==> src/rtl/core/bmpf_pkg.sv <==
// ============================================================================
// Bounded max-plus filter package
// Shared widths, register indexes and controller/datapath handshake types.
// ============================================================================
package bmpf_pkg;

   // Defaults for the top level parameters.
   localparam int S_DEFAULT       = 4;
   localparam int MAX_LEN_DEFAULT = 1024;

   // Field widths.
   localparam int SAMPLE_W = 24;   // Q12.12 score sample
   localparam int VALUE_W  = 25;   // Q13.12 filtered sum
   localparam int COST_W   = 16;   // Q4.12 cost entry
   localparam int POS_W    = 10;   // position within a line
   localparam int CSR_W    = 64;   // configuration data width

   // Cost table: three 64-bit words of four entries each.
   localparam int NUM_COST   = 12;
   localparam int COST_IDX_W = $clog2(NUM_COST);

   // Configuration register indexes.
   localparam int CSR_IDX_W = 2;
   localparam logic [CSR_IDX_W-1:0] CSR_COST_LOW  = 2'd0;
   localparam logic [CSR_IDX_W-1:0] CSR_COST_MID  = 2'd1;
   localparam logic [CSR_IDX_W-1:0] CSR_COST_HIGH = 2'd2;

   // Commands from the controller to the datapath.
   typedef struct packed {
      logic accept;   // take the input beat
      logic start;    // set up the neighbour scan for the current position
      logic step;     // add and compare one neighbour
      logic emit;     // load the result register
   } dp_cmd_type;

   // Status from the datapath to the controller.
   typedef struct packed {
      logic has_result;   // the offered beat produces at least one result
      logic scan_done;    // the neighbour being scanned is the last one
      logic more;         // more positions of this beat remain to flush
      logic out_free;     // the result register can be loaded this cycle
   } dp_status_type;

endpackage

==> src/rtl/core/bmpf_if.sv <==
// ============================================================================
// Bounded max-plus filter channel interfaces
// Valid/ready channels for sample beats and result beats.
// ============================================================================
interface bmpf_req_if;
   logic                                valid;
   logic                                ready;
   logic signed [bmpf_pkg::SAMPLE_W-1:0] sample;
   logic                                end_of_line;

   modport source (output valid, output sample, output end_of_line, input ready);
   modport sink   (input valid, input sample, input end_of_line, output ready);
endinterface

interface bmpf_rsp_if;
   logic                               valid;
   logic                               ready;
   logic signed [bmpf_pkg::VALUE_W-1:0] filtered_value;
   logic [bmpf_pkg::POS_W-1:0]          best_position;
   logic                               last_of_line;

   modport source (output valid, output filtered_value, output best_position,
                   output last_of_line, input ready);
   modport sink   (input valid, input filtered_value, input best_position,
                   input last_of_line, output ready);
endinterface

==> src/rtl/core/bmpf_ctrl.sv <==
// ============================================================================
// Bounded max-plus filter controller
// Sequences beat intake, neighbour scans and result loads.
// ============================================================================
module bmpf_ctrl (
   input  logic                    clock,
   input  logic                    reset,
   input  logic                    req_valid,
   output logic                    req_ready,
   input  bmpf_pkg::dp_status_type status,
   output bmpf_pkg::dp_cmd_type    cmd
);

   typedef enum logic [3:0] {
      ST_IDLE  = 4'b0001,
      ST_START = 4'b0010,
      ST_SCAN  = 4'b0100,
      ST_EMIT  = 4'b1000
   } state_type;

   state_type state_ff, state_in;

   always_comb begin
      state_in   = state_ff;
      req_ready  = 1'b0;
      cmd        = '0;
      case (state_ff)
         ST_IDLE: begin
            req_ready = 1'b1;
            if (req_valid) begin
               cmd.accept = 1'b1;
               if (status.has_result) begin
                  state_in = ST_START;
               end
            end
         end
         ST_START: begin
            cmd.start = 1'b1;
            state_in  = ST_SCAN;
         end
         ST_SCAN: begin
            cmd.step = 1'b1;
            if (status.scan_done) begin
               state_in = ST_EMIT;
            end
         end
         ST_EMIT: begin
            if (status.out_free) begin
               cmd.emit = 1'b1;
               state_in = status.more ? ST_START : ST_IDLE;
            end
         end
         default: begin
            state_in = ST_IDLE;
         end
      endcase
   end

   always_ff @(posedge clock) begin
      if (reset) begin
         state_ff <= ST_IDLE;
      end else begin
         state_ff <= state_in;
      end
   end

endmodule

==> src/rtl/core/bmpf_datapath.sv <==
// ============================================================================
// Bounded max-plus filter datapath
// Sample window, line positions, cost table, shared adder-comparator and
// the result register.
// ============================================================================
module bmpf_datapath #(
   parameter int S       = bmpf_pkg::S_DEFAULT,
   parameter int MAX_LEN = bmpf_pkg::MAX_LEN_DEFAULT
) (
   input  logic                                  clock,
   input  logic                                  reset,
   input  bmpf_pkg::dp_cmd_type                  cmd,
   output bmpf_pkg::dp_status_type               status,
   input  logic signed [bmpf_pkg::SAMPLE_W-1:0]  req_sample,
   input  logic                                  req_end_of_line,
   input  logic                                  csr_we,
   input  logic [bmpf_pkg::CSR_IDX_W-1:0]        csr_index,
   input  logic [bmpf_pkg::CSR_W-1:0]            csr_wdata,
   output logic                                  rsp_valid,
   input  logic                                  rsp_ready,
   output logic signed [bmpf_pkg::VALUE_W-1:0]   rsp_filtered_value,
   output logic [bmpf_pkg::POS_W-1:0]            rsp_best_position,
   output logic                                  rsp_last_of_line
);

   localparam int POS_W    = bmpf_pkg::POS_W;
   localparam int SAMPLE_W = bmpf_pkg::SAMPLE_W;
   localparam int VALUE_W  = bmpf_pkg::VALUE_W;
   localparam int COST_W   = bmpf_pkg::COST_W;
   localparam int WIN      = 2 * S + 1;
   localparam int SLOT_W   = $clog2(WIN);
   localparam logic [POS_W-1:0]  S_POS    = POS_W'(S);
   localparam logic [POS_W-1:0]  LAST_POS = POS_W'(MAX_LEN - 1);
   localparam logic [SLOT_W-1:0] WIN_LAST = SLOT_W'(WIN - 1);
   localparam logic [SLOT_W:0]   WIN_EXT  = (SLOT_W + 1)'(WIN);

   // Configuration.
   logic [bmpf_pkg::CSR_W-1:0] cost_low_ff, cost_mid_ff, cost_high_ff;
   logic [3*bmpf_pkg::CSR_W-1:0] cost_all;
   logic signed [COST_W-1:0] cost_tab [bmpf_pkg::NUM_COST];

   // Window and positions.
   logic signed [SAMPLE_W-1:0] win_ff [WIN];
   logic [POS_W-1:0]  wr_pos_ff, emit_pos_ff, cur_p_ff, i_ff, j_ff, stop_ff;
   logic [SLOT_W-1:0] wr_slot_ff, cur_slot_ff;
   logic              final_ff;

   // Scan accumulator and result register.
   logic signed [VALUE_W-1:0] best_ff;
   logic [POS_W-1:0]          best_j_ff;
   logic                      have_ff;
   logic                      out_valid_ff;
   logic signed [VALUE_W-1:0] out_value_ff;
   logic [POS_W-1:0]          out_pos_ff;
   logic                      out_last_ff;

   // Combinational helpers.
   logic                      is_final_in;
   logic [POS_W:0]            hi_ext;
   logic [POS_W-1:0]          back_dist, k_pos;
   logic [SLOT_W:0]           slot_ext, dist_ext, slot_wide;
   logic [SLOT_W-1:0]         rd_slot;
   logic signed [SAMPLE_W-1:0] rd_sample;
   logic signed [COST_W-1:0]  rd_cost;
   logic signed [VALUE_W-1:0] sum;

   assign cost_all = {cost_high_ff, cost_mid_ff, cost_low_ff};

   always_comb begin
      for (int e = 0; e < bmpf_pkg::NUM_COST; e++) begin
         cost_tab[e] = cost_all[e*COST_W +: COST_W];
      end
   end

   always_ff @(posedge clock) begin
      if (reset) begin
         cost_low_ff  <= '0;
         cost_mid_ff  <= '0;
         cost_high_ff <= '0;
      end else if (csr_we) begin
         case (csr_index)
            bmpf_pkg::CSR_COST_LOW:  cost_low_ff  <= csr_wdata;
            bmpf_pkg::CSR_COST_MID:  cost_mid_ff  <= csr_wdata;
            bmpf_pkg::CSR_COST_HIGH: cost_high_ff <= csr_wdata;
            default: begin
            end
         endcase
      end
   end

   // A line ends on its marked sample or on the last position it can hold.
   assign is_final_in = req_end_of_line || (wr_pos_ff == LAST_POS);

   // Window slot of neighbour j: step back from the slot of the newest sample.
   assign back_dist = cur_p_ff - j_ff;
   assign slot_ext  = {1'b0, cur_slot_ff};
   assign dist_ext  = {1'b0, back_dist[SLOT_W-1:0]};
   assign slot_wide = (slot_ext >= dist_ext) ? (slot_ext - dist_ext)
                                             : (slot_ext + WIN_EXT - dist_ext);
   assign rd_slot   = slot_wide[SLOT_W-1:0];
   assign rd_sample = win_ff[rd_slot];

   // Cost entry i - j + S.
   assign k_pos   = i_ff + S_POS - j_ff;
   assign rd_cost = cost_tab[k_pos[bmpf_pkg::COST_IDX_W-1:0]];
   assign sum     = {rd_sample[SAMPLE_W-1], rd_sample}
                  + {{(VALUE_W - COST_W){rd_cost[COST_W-1]}}, rd_cost};

   assign hi_ext = {1'b0, i_ff} + {1'b0, S_POS};

   always_ff @(posedge clock) begin
      if (cmd.accept) begin
         win_ff[wr_slot_ff] <= req_sample;
      end
   end

   always_ff @(posedge clock) begin
      if (reset) begin
         wr_pos_ff   <= '0;
         emit_pos_ff <= '0;
         wr_slot_ff  <= '0;
      end else if (cmd.accept) begin
         if (is_final_in) begin
            wr_pos_ff   <= '0;
            emit_pos_ff <= '0;
            wr_slot_ff  <= '0;
         end else begin
            wr_pos_ff  <= wr_pos_ff + 1'b1;
            wr_slot_ff <= (wr_slot_ff == WIN_LAST) ? '0 : wr_slot_ff + 1'b1;
            if (wr_pos_ff >= S_POS) begin
               emit_pos_ff <= wr_pos_ff - S_POS + 1'b1;
            end
         end
      end
   end

   always_ff @(posedge clock) begin
      if (cmd.accept) begin
         cur_p_ff    <= wr_pos_ff;
         cur_slot_ff <= wr_slot_ff;
         final_ff    <= is_final_in;
         i_ff        <= is_final_in ? emit_pos_ff : wr_pos_ff - S_POS;
      end else if (cmd.emit && status.more) begin
         i_ff <= i_ff + 1'b1;
      end
      if (cmd.start) begin
         j_ff    <= (i_ff >= S_POS) ? i_ff - S_POS : '0;
         stop_ff <= (hi_ext < {1'b0, cur_p_ff}) ? hi_ext[POS_W-1:0] : cur_p_ff;
      end else if (cmd.step) begin
         j_ff <= j_ff + 1'b1;
      end
   end

   // Shared adder-comparator; a strict compare keeps the earliest position.
   always_ff @(posedge clock) begin
      if (cmd.start) begin
         have_ff <= 1'b0;
      end else if (cmd.step) begin
         have_ff <= 1'b1;
         if (!have_ff || (sum > best_ff)) begin
            best_ff   <= sum;
            best_j_ff <= j_ff;
         end
      end
   end

   always_ff @(posedge clock) begin
      if (reset) begin
         out_valid_ff <= 1'b0;
      end else if (cmd.emit) begin
         out_valid_ff <= 1'b1;
      end else if (rsp_ready) begin
         out_valid_ff <= 1'b0;
      end
   end

   always_ff @(posedge clock) begin
      if (cmd.emit) begin
         out_value_ff <= best_ff;
         out_pos_ff   <= best_j_ff;
         out_last_ff  <= final_ff && (i_ff == cur_p_ff);
      end
   end

   assign status.has_result = is_final_in || (wr_pos_ff >= S_POS);
   assign status.scan_done  = (j_ff == stop_ff);
   assign status.more       = final_ff && (i_ff != cur_p_ff);
   assign status.out_free   = !out_valid_ff || rsp_ready;

   assign rsp_valid          = out_valid_ff;
   assign rsp_filtered_value = out_value_ff;
   assign rsp_best_position  = out_pos_ff;
   assign rsp_last_of_line   = out_last_ff;

   // The result register is never overwritten while it still holds a beat.
   assert property (@(posedge clock) disable iff (reset)
      cmd.emit |-> (!out_valid_ff || rsp_ready))
      else $error("result register loaded while occupied");

   // The scan never reaches past the newest sample of the line.
   assert property (@(posedge clock) disable iff (reset)
      cmd.step |-> (j_ff <= cur_p_ff))
      else $error("neighbour scan ran past the newest sample");

   // The next result position never passes the next sample position.
   assert property (@(posedge clock) disable iff (reset)
      emit_pos_ff <= wr_pos_ff)
      else $error("emit position ahead of write position");

   // The end of a line restarts both positions.
   assert property (@(posedge clock) disable iff (reset)
      (cmd.accept && is_final_in) |=> (wr_pos_ff == '0 && emit_pos_ff == '0))
      else $error("positions not cleared at end of line");

endmodule

==> src/rtl/core/bounded_max_plus_filter_1d.sv <==
// ============================================================================
// Bounded max-plus filter, one dimension
// For each position of a line of Q12.12 scores, the maximum of a neighbour
// sample plus a configured Q4.12 cost, with the position of that neighbour.
// ============================================================================
//
//   Channel  Direction  Handshake          Payload
//   req_     in         valid/ready        sample, end_of_line
//   rsp_     out        valid/ready        filtered_value, best_position,
//                                          last_of_line
//   csr_     in         write enable only  csr_index, csr_wdata
//
// The first result of a sample beat goes through intake, scan setup, one
// neighbour step per neighbour of its position (2*S + 1 inside the line, fewer
// near its ends) and the result load; the single shared adder-comparator
// looks at one neighbour per cycle. Each further result that the end-of-line
// beat flushes, up to S + 1 in all, takes another scan setup, its neighbour
// steps and a result load. A beat with no result is only taken in. Reset is
// synchronous and clears the positions, the cost registers and the valid
// flag of the result register. A stalled result holds in the output register;
// the next sample beat is taken while it waits, and the block stops only when
// a new result finds that register still full.
//
module bounded_max_plus_filter_1d #(
   parameter int S       = bmpf_pkg::S_DEFAULT,
   parameter int MAX_LEN = bmpf_pkg::MAX_LEN_DEFAULT
) (
   input  logic                            clock,
   input  logic                            reset,
   bmpf_req_if.sink                        req_chan,
   bmpf_rsp_if.source                      rsp_chan,
   input  logic                            csr_we,
   input  logic [bmpf_pkg::CSR_IDX_W-1:0]  csr_index,
   input  logic [bmpf_pkg::CSR_W-1:0]      csr_wdata
);

   // Commands and status between the controller and the datapath.
   bmpf_pkg::dp_cmd_type    cmd;
   bmpf_pkg::dp_status_type status;
   logic                    req_ready;

   assign req_chan.ready = req_ready;

   // The controller walks each beat through intake, one scan per result
   // position, and the load of the result register.
   bmpf_ctrl u_ctrl (
      .clock     (clock),
      .reset     (reset),
      .req_valid (req_chan.valid),
      .req_ready (req_ready),
      .status    (status),
      .cmd       (cmd)
   );

   // The datapath holds the last 2*S + 1 samples of the line, the write and
   // emit positions, the cost words and the running maximum.
   bmpf_datapath #(
      .S       (S),
      .MAX_LEN (MAX_LEN)
   ) u_datapath (
      .clock              (clock),
      .reset              (reset),
      .cmd                (cmd),
      .status             (status),
      .req_sample         (req_chan.sample),
      .req_end_of_line    (req_chan.end_of_line),
      .csr_we             (csr_we),
      .csr_index          (csr_index),
      .csr_wdata          (csr_wdata),
      .rsp_valid          (rsp_chan.valid),
      .rsp_ready          (rsp_chan.ready),
      .rsp_filtered_value (rsp_chan.filtered_value),
      .rsp_best_position  (rsp_chan.best_position),
      .rsp_last_of_line   (rsp_chan.last_of_line)
   );

endmodule
==> src/flat_wrapper.sv <==
// flat-port wrapper written by rule: the top's interface ports become plain ports
module bounded_max_plus_filter_1d_flat 
#(
   parameter int S       = bmpf_pkg::S_DEFAULT,
   parameter int MAX_LEN = bmpf_pkg::MAX_LEN_DEFAULT
)
  (clock, reset, csr_we, csr_index, csr_wdata, req_chan_valid, req_chan_sample, req_chan_end_of_line, req_chan_ready, rsp_chan_valid, rsp_chan_filtered_value, rsp_chan_best_position, rsp_chan_last_of_line, rsp_chan_ready);
  bmpf_req_if req_chan_i ();
  bmpf_rsp_if rsp_chan_i ();
  input  logic clock;
  input  logic reset;
  input  logic csr_we;
  input  logic [bmpf_pkg::CSR_IDX_W-1:0] csr_index;
  input  logic [bmpf_pkg::CSR_W-1:0] csr_wdata;
  input wire logic [$bits(req_chan_i.valid)-1:0] req_chan_valid;
  input wire logic [$bits(req_chan_i.sample)-1:0] req_chan_sample;
  input wire logic [$bits(req_chan_i.end_of_line)-1:0] req_chan_end_of_line;
  output wire logic [$bits(req_chan_i.ready)-1:0] req_chan_ready;
  output wire logic [$bits(rsp_chan_i.valid)-1:0] rsp_chan_valid;
  output wire logic [$bits(rsp_chan_i.filtered_value)-1:0] rsp_chan_filtered_value;
  output wire logic [$bits(rsp_chan_i.best_position)-1:0] rsp_chan_best_position;
  output wire logic [$bits(rsp_chan_i.last_of_line)-1:0] rsp_chan_last_of_line;
  input wire logic [$bits(rsp_chan_i.ready)-1:0] rsp_chan_ready;
  assign req_chan_i.valid = req_chan_valid;
  assign req_chan_i.sample = req_chan_sample;
  assign req_chan_i.end_of_line = req_chan_end_of_line;
  assign req_chan_ready = req_chan_i.ready;
  assign rsp_chan_valid = rsp_chan_i.valid;
  assign rsp_chan_filtered_value = rsp_chan_i.filtered_value;
  assign rsp_chan_best_position = rsp_chan_i.best_position;
  assign rsp_chan_last_of_line = rsp_chan_i.last_of_line;
  assign rsp_chan_i.ready = rsp_chan_ready;
  bounded_max_plus_filter_1d #(.S(S), .MAX_LEN(MAX_LEN)) u_core (.clock(clock), .reset(reset), .req_chan(req_chan_i), .rsp_chan(rsp_chan_i), .csr_we(csr_we), .csr_index(csr_index), .csr_wdata(csr_wdata));
endmodule
==> config.mk <==
export PLATFORM = sky130hd
export DESIGN_NAME = bounded_max_plus_filter_1d_flat
export DESIGN_NICKNAME = d
export VERILOG_FILES = /design/src/rtl/core/bmpf_pkg.sv /design/src/rtl/core/bmpf_if.sv /design/src/rtl/core/bmpf_ctrl.sv /design/src/rtl/core/bmpf_datapath.sv /design/src/rtl/core/bounded_max_plus_filter_1d.sv /design/src/flat_wrapper.sv
export SDC_FILE = /design/constraint.sdc
export NUM_CORES = 1
export LEC_CHECK = 0
export BUFFER_PORTS_ARGS = -buffer_cell sky130_fd_sc_hd__clkbuf_2
export CORE_MARGIN = 2
export CORE_UTILIZATION = 65
export CTS_CLUSTER_SIZE = 16
export DETAILED_ROUTE_END_ITERATION = 6
export GPL_ROUTABILITY_DRIVEN = 0
export GPL_TIMING_DRIVEN = 0
export PLACE_DENSITY = 0.84
export RECOVER_POWER = 100
export SLEW_MARGIN = 20
export SYNTH_ARGS = -nofsm -noshare
export SYNTH_HDL_FRONTEND = slang
export SYNTH_SLANG_ARGS = --single-unit
==> constraint.sdc <==
create_clock -name clock -period 19.85 [get_ports clock]
set_input_delay 4.9625 -clock clock [delete_from_list [all_inputs] [get_ports clock]]
set_output_delay 4.9625 -clock clock [all_outputs]
set_load 0.005 [all_outputs]
After elaboration in Yosys (flattened, before gate mapping) --
Memories as Yosys holds them, arrays and structs flattened. Index checks and enable logic that the tools add are counted.
Storage, ports and cells: memory bits (writable) 216, register bits 338, memories kept 1
Operators by class: bitwise operators 2, order comparisons 6, add/sub/neg operators 15, mux-type cells 33, reductions and logical operators 20, equality and inequality tests 15
Memories:
- u_core.u_datapath.win_ff | depth 9, bits a word 24, rd ports 1, clocked after Yosys merged registers in 0, write ports 1, line bmpf_datapath.sv:43 | logic signed [SAMPLE_W-1:0] win_ff [WIN];
Operators with widths (count):
- $mux W10 | 10
- $bmux W16 S4 | 1
- $add A10 B1 Y10 const B | 4
- $mux W16 | 2
- $mux W4 | 7
- $add A24 B16 Y25 | 1
- $gt A25 B25 Y1 | 1
- $eq A10 B10 Y1 | 2
- $ge A10 B3 Y1 const B | 2
- $sub A10 B3 Y10 const B | 2
- $pmux W4 S4 | 1
- $sub A4 B4 Y4 | 4
- $add A10 B3 Y11 const B | 1
- $lt A11 B10 Y1 | 1
- $mux W1 | 11
- $eq A10 B10 Y1 const B | 1
- $ne A10 B10 Y1 | 1
- $eq A4 B4 Y1 const B | 2
- $reduce_and A2 Y1 | 4
- $reduce_bool A2 Y1 | 4
- $ne A2 B1 Y1 const B | 3
- $ge A5 B5 Y1 const B | 1
- $not A4 Y5 | 1
- $add A4 B1 Y4 const B | 1
- 17 further kinds | 23

Logic depth before layout (Yosys ltp) --
Gate-level depths: netlist of the first run.
depth after elaboration 10, depth in mapped cells 32, mapped depth without buffers 29

Modules after synthesis --
From an unflattened synthesis of the first run, not the netlist that was laid out.
Second synthesis, totals: cells, all modules 2343, area, all modules 25938.6 µm²
By module, submodules not included:
- bmpf_datapath | cells each 2306, area an instance 25622.1 µm², sequential area each 14333.7 µm², instances 1
- bmpf_ctrl | cells each 37, area an instance 316.6 µm², sequential area each 80.1 µm², instances 1

Worst setup path before layout of the first run --
No wires, ideal clock.
path kind reg2reg, from reg u_core.u_datapath.j_ff[0], to reg u_core.u_datapath.best_ff[0], enable pin, library setup time 0.485 ns, clock period less this slack 9.181 ns, path buffers 3, stages on the path, launching flop included 27, data required time 19.365 ns, data arrival time 8.696 ns, setup slack 10.669 ns, cells stage by stage edfxtp_1 > ha_1 > inv_1 > fa_1 > xnor2_1 > ha_1 > fa_1 > clkbuf_1 > a21o_1 > a21oi_1 > buf_4 > buf_4 > mux2_2 > o211ai_1 > a31oi_1 > ha_1 > o21a_1 > a2111oi_2 > o31ai_2 > a21boi_2 > o211ai_1 > a311o_1 > ha_1 > nand3_1 > nor4_1 > a22oi_1 > a221oi_1
Between the ends: cells in the longest elaborated chain, start to end 9, elaborated cells between the ends (all ways) 15, classes of those cells 5 x add/sub; 2 x order compare; 4 x mux; 1 x bitwise; 2 x reduce/logical; 1 x memory
Ends and longest elaborated chain:
- start, declared | line bmpf_datapath.sv:44 | logic [POS_W-1:0] wr_pos_ff, emit_pos_ff, cur_p_ff, i_ff, j_ff, stop_ff;
- start signal, assigned | line bmpf_datapath.sv:147 | j_ff <= (i_ff >= S_POS) ? i_ff - S_POS : '0;
- start signal, assigned | line bmpf_datapath.sv:150 | j_ff <= j_ff + 1'b1;
- branches (longest 5 deep; another with $mem_v2 Z9 W24)
- $add A24 B16 Y25 * | line bmpf_datapath.sv:107 | + {{(VALUE_W - COST_W){rd_cost[COST_W-1]}}, rd_cost};
- net u_core.u_datapath.sum[23] | line bmpf_datapath.sv:65 | logic signed [VALUE_W-1:0] sum;
- $gt A25 B25 Y1 * | line bmpf_datapath.sv:160 | if (!have_ff || (sum > best_ff)) begin
- $logic_or A1 B1 Y1 * | line bmpf_datapath.sv:160
- $reduce_and A3 Y1 (no line) *
- end signal, assigned | line bmpf_datapath.sv:161 | best_ff <= sum;
- end, declared | line bmpf_datapath.sv:49 | logic signed [VALUE_W-1:0] best_ff;
Mark *: on every way through the listed nets, which the timed path passes. The select of a mux whose other input is x is not followed. A chain may end at the register's enable or synchronous reset.

Worst setup path in the final report of the first run --
from reg u_core.u_datapath.j_ff[0], to reg u_core.u_datapath.best_ff[16], enable pin
The elaborated chain is that of the path after synthesis.

==> run metrics, run 1 <==
Mapped Avg Cell Area=11.1 µm²; antenna cell count=0; post-route ant nets=0; Die Span Y=203 µm; fmax=88.8 MHz; Post-Syn Instances=2315; main flop type after synthesis=edfxtp_1; Syn Nets=2507; Post-synth EDFFs=332; via count=20100; Metal-1 WL=24900 µm; number of global-route vias before repair=20200; routed vias/inst=6.55; Crit Path Category=reg2reg; sequential-to-total area share from yosys stat=56.2%; Setup crit end kind=flop; Worst EP required=20.09 ns; failing checks=max-capacitance violations, max-slew violations; Worst Clk Skew=0.0363 ns; Critical Path Source Type=flop; GRT Total Usage=35.2%; leading area contributor after synthesis=edfxtp_1; Mapped Area=25600 µm²; setup bufs post-CTS=0; hold_ws=0.424 ns; Fin. Hold Viols=0; IO Port Bufs=132; RSZ-0062 raised after global routing=no; Core Rows=72; # IOs=134; RR Endpoint=u_core.u_datapath.best_ff[16]$_DFFE_PP_; crit-path max FO=13; clk buf depth=3; max-cap viol count=9; slowest stage delay, CP=1.51 ns; post-synth top area share=38.9%; async set-reset flop share out of synthesis=0%; highest metal used=met4; share of layout cells above drive strength 1=12.9%; Synth Register Bits=554; Register Area=14400 µm²; dominant cells by area after synthesis=edfxtp_1, dfxtp_1, nand2_1; Syn. warnings=0; crit share post-route=56.7%; GRT Residual Overflow=0; clk slew on worst S/H paths=0.06 ns; Initial Util=66.0%; CTS Buf Count=54; Hold-fix buffers, CTS=0; final wirelength=72000 µm; Rel. slew slack=-48.6%; Routed wire per std cell=23.4 µm; die span in x=203 µm; # setup viols final=0; Worst Min Path Start=u_core.u_datapath.best_j_ff[2]$_DFFE_PP_; Yosys cell types=78; worst r2r src=u_core.u_datapath.j_ff[0]$_DFFE_PP_; CP max stage cell=a221oi_1; # H-tree levels=2; first drt pass iteration count=6; Clk Latency, worst-skew pair=0.64 ns; min Tclk post-route=11.26 ns; Layout area overhead=12.2%; CTS tree=done; largest net degree at the start of global routing=33; Worst Hold Path EP=u_core.u_datapath.rsp_best_position[2]$_DFFE_PP_; Filler cells=2490; fin util=74.1%; status=complete, but fails checks; initial antenna violation count=0; r2r setup slk=8.59 ns; number of DRC markers in iteration 0=2630; fin nets=2702; HP Class=reg2reg; CTS root buffer=clkbuf_16; Core Box Area=38800 µm²; clock sink count=554; Worst-Margin Slew=2.23 ns; r2r worst-path depth=27; post-DP HPWL=48800 µm; Routed met3 length=9120 µm; global-route wire length before repair=110000 µm; WHS Path Cells=0; multi-input logic area=10300 µm²; Pins Over Slew Limit=175; routed wl met2=33200 µm; drt drc=0; Setup TNS=0 ns; cts repair resizes=0; CP Data Arrival Time=11.50 ns; total die area=41100 µm²
state kept, by name, summed over array words and instances (netlist names), 25 cells and up:
| name | count |
|---|---|
| u_core.u_datapath.win_ff | 216 |
| u_core.u_datapath.cost_high_ff | 64 |
| u_core.u_datapath.cost_mid_ff | 64 |
| u_core.u_datapath.rsp_filtered_value | 25 |
| u_core.u_datapath.best_ff | 25 |
| u_core.u_datapath.cost_low_ff | 64 |
routing by layer:
layer,vias to the layer above,global-route usage [%]
met5,-,0
met4,0,22.1
met3,392,8.03
met2,1521,56.2
met1,9484,43.8
li1,8746,-
placed cells by master, fill, tap and decap left out, types with 16 or more instances in the layout:
cell         n
nand2_1    467
edfxtp_1   332
a21oi_1    243
dfxtp_1    222
clkbuf_1   161
nor2_1     114
clkbuf_2    97
ha_1        90
inv_1       80
mux4_2      72
o21ai_0     66
clkbuf_16   57
xnor2_1     47
xor2_1      44
nand3_1     35
a31oi_1     34
o22ai_1     34
o211ai_1    33
mux2_2      30
a2bb2oi_1   25
mux2i_1     18
a21o_1      16
layout make-up:
class / instances / area share [%]
inverters: 82 / 1.07
flip-flops and latches: 554 / 50.1
multi-input cells: 1536 / 35.7
well taps: 518 / 2.25
plain buffers: 143 / 2.06
clock inverters: 33 / 1.16
repair buffers: 139 / 2.25
clock buffers: 69 / 5.36
through the flow:
step / instances / instance area (µm²) / setup WS [ns]
2_1_floorplan: 2315 / 25600 / 10.67
3_3_place_gp: 2965 / 26900 / 8.76
3_5_place_dp: 2972 / 27100 / 11.20
4_1_cts: 3074 / 29000 / 11.12
5_1_grt: 3074 / 28800 / 8.05
6_report: 3074 / 28800 / 8.59
worst max-delay path, delay by kind of cell, from the launching register on:
family	cells	cell delay (ns)
DFF	1	0.55
xor gates and xnor gates	1	0.16
AOI/OAI and AO/OA	12	5.08
and+or+nand+nor	2	0.55
muxes	1	0.42
adders and majority gates	6	1.99
buffers and inverters	5	2.14
cells in the mapped netlist, drive strengths merged (9+ instances only):
cell / n
inv: 81
a2bb2oi: 25
o22ai: 34
nand2: 467
buf: 33
a31oi: 34
edfxtp: 332
mux4: 72
nand4: 14
nor2: 114
dfxtp: 222
o21ai: 70
o211ai: 33
a211oi: 9
xnor2: 48
nor3: 15
o21a: 9
clkbuf: 110
and3: 12
a21o: 16
mux2i: 18
nand3: 35
xor2: 44
and2: 9
mux2: 31
a21oi: 243
nand3b: 9
ha: 90
worst max path at each step:
stage | endpoint | slack [ns] | depth (start not counted) | startpoint
after floorplan | u_core.u_datapath.best_ff[0]$_DFFE_PP_ | 10.67 | 26 | u_core.u_datapath.j_ff[0]$_DFFE_PP_
after global placement | u_core.u_datapath.best_j_ff[8]$_DFFE_PP_ | 8.76 | 22 | u_core.u_datapath.i_ff[2]$_DFFE_PP_
after detailed placement | u_core.u_datapath.best_ff[12]$_DFFE_PP_ | 11.20 | 29 | u_core.u_datapath.j_ff[0]$_DFFE_PP_
after CTS | u_core.u_datapath.best_ff[0]$_DFFE_PP_ | 11.12 | 28 | u_core.u_datapath.j_ff[0]$_DFFE_PP_
after global routing | u_core.u_datapath.best_ff[16]$_DFFE_PP_ | 8.05 | 27 | u_core.u_datapath.j_ff[0]$_DFFE_PP_
final | u_core.u_datapath.best_ff[16]$_DFFE_PP_ | 8.59 | 27 | u_core.u_datapath.j_ff[0]$_DFFE_PP_
logic make-up after synthesis:
kind of cell,synth area share [%]
fa+ha+maj,4.86
flops,56.2
compound gates,11.8
xor+xnor,3.17
simple gates,12.0
buf+inv,3.52
mux,8.39
Power of run 1 is left out: the tool's default activity adds up to more than one toggle a clock period on the data nets, which glitch-free logic cannot reach.
==> run 2: changes to the inputs <==
--- a/config.mk
+++ b/config.mk
@@ -7,12 +7,12 @@
 export LEC_CHECK = 0
 export BUFFER_PORTS_ARGS = -buffer_cell sky130_fd_sc_hd__clkbuf_2
 export CORE_MARGIN = 2
-export CORE_UTILIZATION = 65
+export CORE_UTILIZATION = 61
 export CTS_CLUSTER_SIZE = 16
 export DETAILED_ROUTE_END_ITERATION = 6
 export GPL_ROUTABILITY_DRIVEN = 0
 export GPL_TIMING_DRIVEN = 0
-export PLACE_DENSITY = 0.84
+export PLACE_DENSITY = 0.79
 export RECOVER_POWER = 100
 export SLEW_MARGIN = 20
 export SYNTH_ARGS = -nofsm -noshare
==> constraint.sdc (replaced) <==
create_clock -name clock -period 11.6 [get_ports clock]
set_input_delay 2.9 -clock clock [delete_from_list [all_inputs] [get_ports clock]]
set_output_delay 2.9 -clock clock [all_outputs]
set_load 0.005 [all_outputs]
==> run metrics, run 2 (synthesized netlist as in run 1, its figures left out) <==
status=complete, but fails checks (unchanged); failing checks=design-rule violations, max-capacitance violations, max-slew violations (was max-capacitance violations, max-slew violations); Worst Min Path Start=u_core.u_datapath.best_j_ff[8]$_DFFE_PP_ (was u_core.u_datapath.best_j_ff[2]$_DFFE_PP_); number of global-route vias before repair=19700 (was 20200); # setup viols final=0 (unchanged); RR Endpoint=u_core.u_datapath.best_j_ff[8]$_DFFE_PP_ (was u_core.u_datapath.best_ff[16]$_DFFE_PP_); crit-path max FO=12 (was 13); Initial Util=61.4% (was 66.0%); Clk Latency, worst-skew pair=0.61 ns (was 0.64 ns); Setup TNS=0 ns (unchanged); Core Rows=75 (was 72); Pins Over Slew Limit=36 (was 175); WHS Path Cells=0 (unchanged); Metal-1 WL=26200 µm (was 24900 µm); cts repair resizes=0 (unchanged); clk slew on worst S/H paths=0.06 ns (about the same); Hold-fix buffers, CTS=0 (unchanged); min Tclk post-route=9.64 ns (was 11.26 ns); setup bufs post-CTS=0 (unchanged); Layout area overhead=12.5% (was 12.2%); hold_ws=0.418 ns (was 0.424 ns); Routed wire per std cell=23.1 µm (was 23.4 µm); Largest register FFs=216 (unchanged); drt drc=4 (was 0); total die area=43700 µm² (was 41100 µm²); Routed met3 length=7570 µm (was 9120 µm); Worst Hold Path EP=u_core.u_datapath.rsp_best_position[8]$_DFFE_PP_ (was u_core.u_datapath.rsp_best_position[2]$_DFFE_PP_); Fin. Hold Viols=0 (unchanged); Post-DP Area=27200 µm² (was 27100 µm²); routed vias/inst=6.38 (was 6.55); # H-tree levels=2 (unchanged); Die Span Y=209 µm (was 203 µm); final instance area=28800 µm² (about the same); # IOs=134 (unchanged); IO Port Bufs=132 (unchanged); global-route wire length before repair=108000 µm (was 110000 µm); RSZ-0062 raised after global routing=no (unchanged); share of layout cells above drive strength 1=12.2% (was 12.9%); Worst-Margin Slew=1.91 ns (was 2.23 ns); Worst Clk Skew=0.0244 ns (was 0.0363 ns); highest metal used=met5 (was met4); Core Box Area=41800 µm² (was 38800 µm²); CTS Buf Count=54 (unchanged); Top reg by flops=u_core.u_datapath.win_ff (unchanged); max-cap viol count=2 (was 9); Rel. slew slack=-28.2% (was -48.6%); post-route ant nets=0 (unchanged); number of DRC markers in iteration 0=2363 (was 2630); clk buf depth=3 (unchanged); worst r2r src=u_core.u_datapath.j_ff[0]$_DFFE_PP_ (unchanged); Setup crit end kind=flop (unchanged); fmax=104 MHz (was 88.8 MHz); die span in x=209 µm (was 203 µm); routed wl met2=33800 µm (was 33200 µm); clock sink count=554 (unchanged); final wirelength=71600 µm (was 72000 µm); via count=19800 (was 20100); CP Data Arrival Time=9.94 ns (was 11.50 ns); commonest non-fill, non-tap cell in the layout=nand2_1 (unchanged); most frequent cells in the layout=nand2_1, edfxtp_1, a21oi_1, dfxtp_1, clkbuf_1 (unchanged); GRT Residual Overflow=0 (unchanged); CTS root buffer=clkbuf_16 (unchanged); r2r setup slk=1.96 ns (was 8.59 ns); fin nets=2704 (was 2702); Crit Path Category=reg2reg (unchanged); post-DP HPWL=48700 µm (was 48800 µm); crit share post-route=83.1% (was 56.7%); GRT Total Usage=32.3% (was 35.2%); r2r worst-path depth=26 (was 27); largest net degree at the start of global routing=30 (was 33); first drt pass iteration count=7 (was 6); initial antenna violation count=4 (was 0); Critical Path Source Type=flop (unchanged); HP Class=reg2reg (unchanged); CTS tree=done (unchanged); Worst EP required=11.90 ns (was 20.09 ns)
run 2: area by class of cell:
type	count	area (µm²)
inverters	82	309
fillers	2925	12900
flip-flops and latches	554	14400
diodes	2	5.00
repair buffers	141	658
multi-input cells	1536	10300
well taps	539	674
clock buffers	73	1520
clock inverters	28	369
plain buffers	143	592
run 2: worst max-delay path, cell delays in order (launching register included):
cell       delay [ns]
edfxtp_1         0.53
ha_1             0.21
inv_1            0.06
fa_1             0.43
xnor2_1          0.16
ha_1             0.25
fa_1             0.42
clkbuf_1         0.19
a21o_1           0.18
a21oi_1          0.30
clkbuf_1         0.70
mux2_2           0.42
o211ai_1         0.27
a31oi_1          0.21
ha_1             0.39
a211o_1          0.34
a2111oi_0        0.67
o31ai_1          0.36
a21boi_0         0.60
o211ai_1         0.18
a311o_1          0.41
ha_1             0.34
nand3_1          0.12
nor4_1           0.41
a22oi_1          0.22
a221oi_4         0.70
buf_6            0.25
run 2: routing by layer:
layer	vias to the layer above	track usage, %
met5	-	0
met2	1293	53.0
met1	9446	40.4
li1	8737	-
met4	4	18.4
met3	300	5.95
run 2: stage by stage:
stage	cells	worst slack (ns)	utilization (%)
floorplan	2315	2.42	-
global placement	2986	0.455	64.6
detailed placement	2995	3.07	65.2
CTS	3096	3.05	69.7
global route	3098	1.54	69.0
finish	3098	1.96	69.0
run 2: worst max path at each step:
stage / from / to / slack (ns)
floorplan: u_core.u_datapath.j_ff[0]$_DFFE_PP_ / u_core.u_datapath.best_ff[0]$_DFFE_PP_ / 2.42
global placement: u_core.u_datapath.j_ff[0]$_DFFE_PP_ / u_core.u_datapath.best_j_ff[8]$_DFFE_PP_ / 0.45
detailed placement: u_core.u_datapath.j_ff[0]$_DFFE_PP_ / u_core.u_datapath.best_ff[5]$_DFFE_PP_ / 3.07
CTS: u_core.u_datapath.j_ff[0]$_DFFE_PP_ / u_core.u_datapath.best_j_ff[8]$_DFFE_PP_ / 3.05
global route: u_core.u_datapath.j_ff[0]$_DFFE_PP_ / u_core.u_datapath.best_j_ff[7]$_DFFE_PP_ / 1.54
finish: u_core.u_datapath.j_ff[0]$_DFFE_PP_ / u_core.u_datapath.best_j_ff[8]$_DFFE_PP_ / 1.96
Power of run 2 is left out for the same reason.
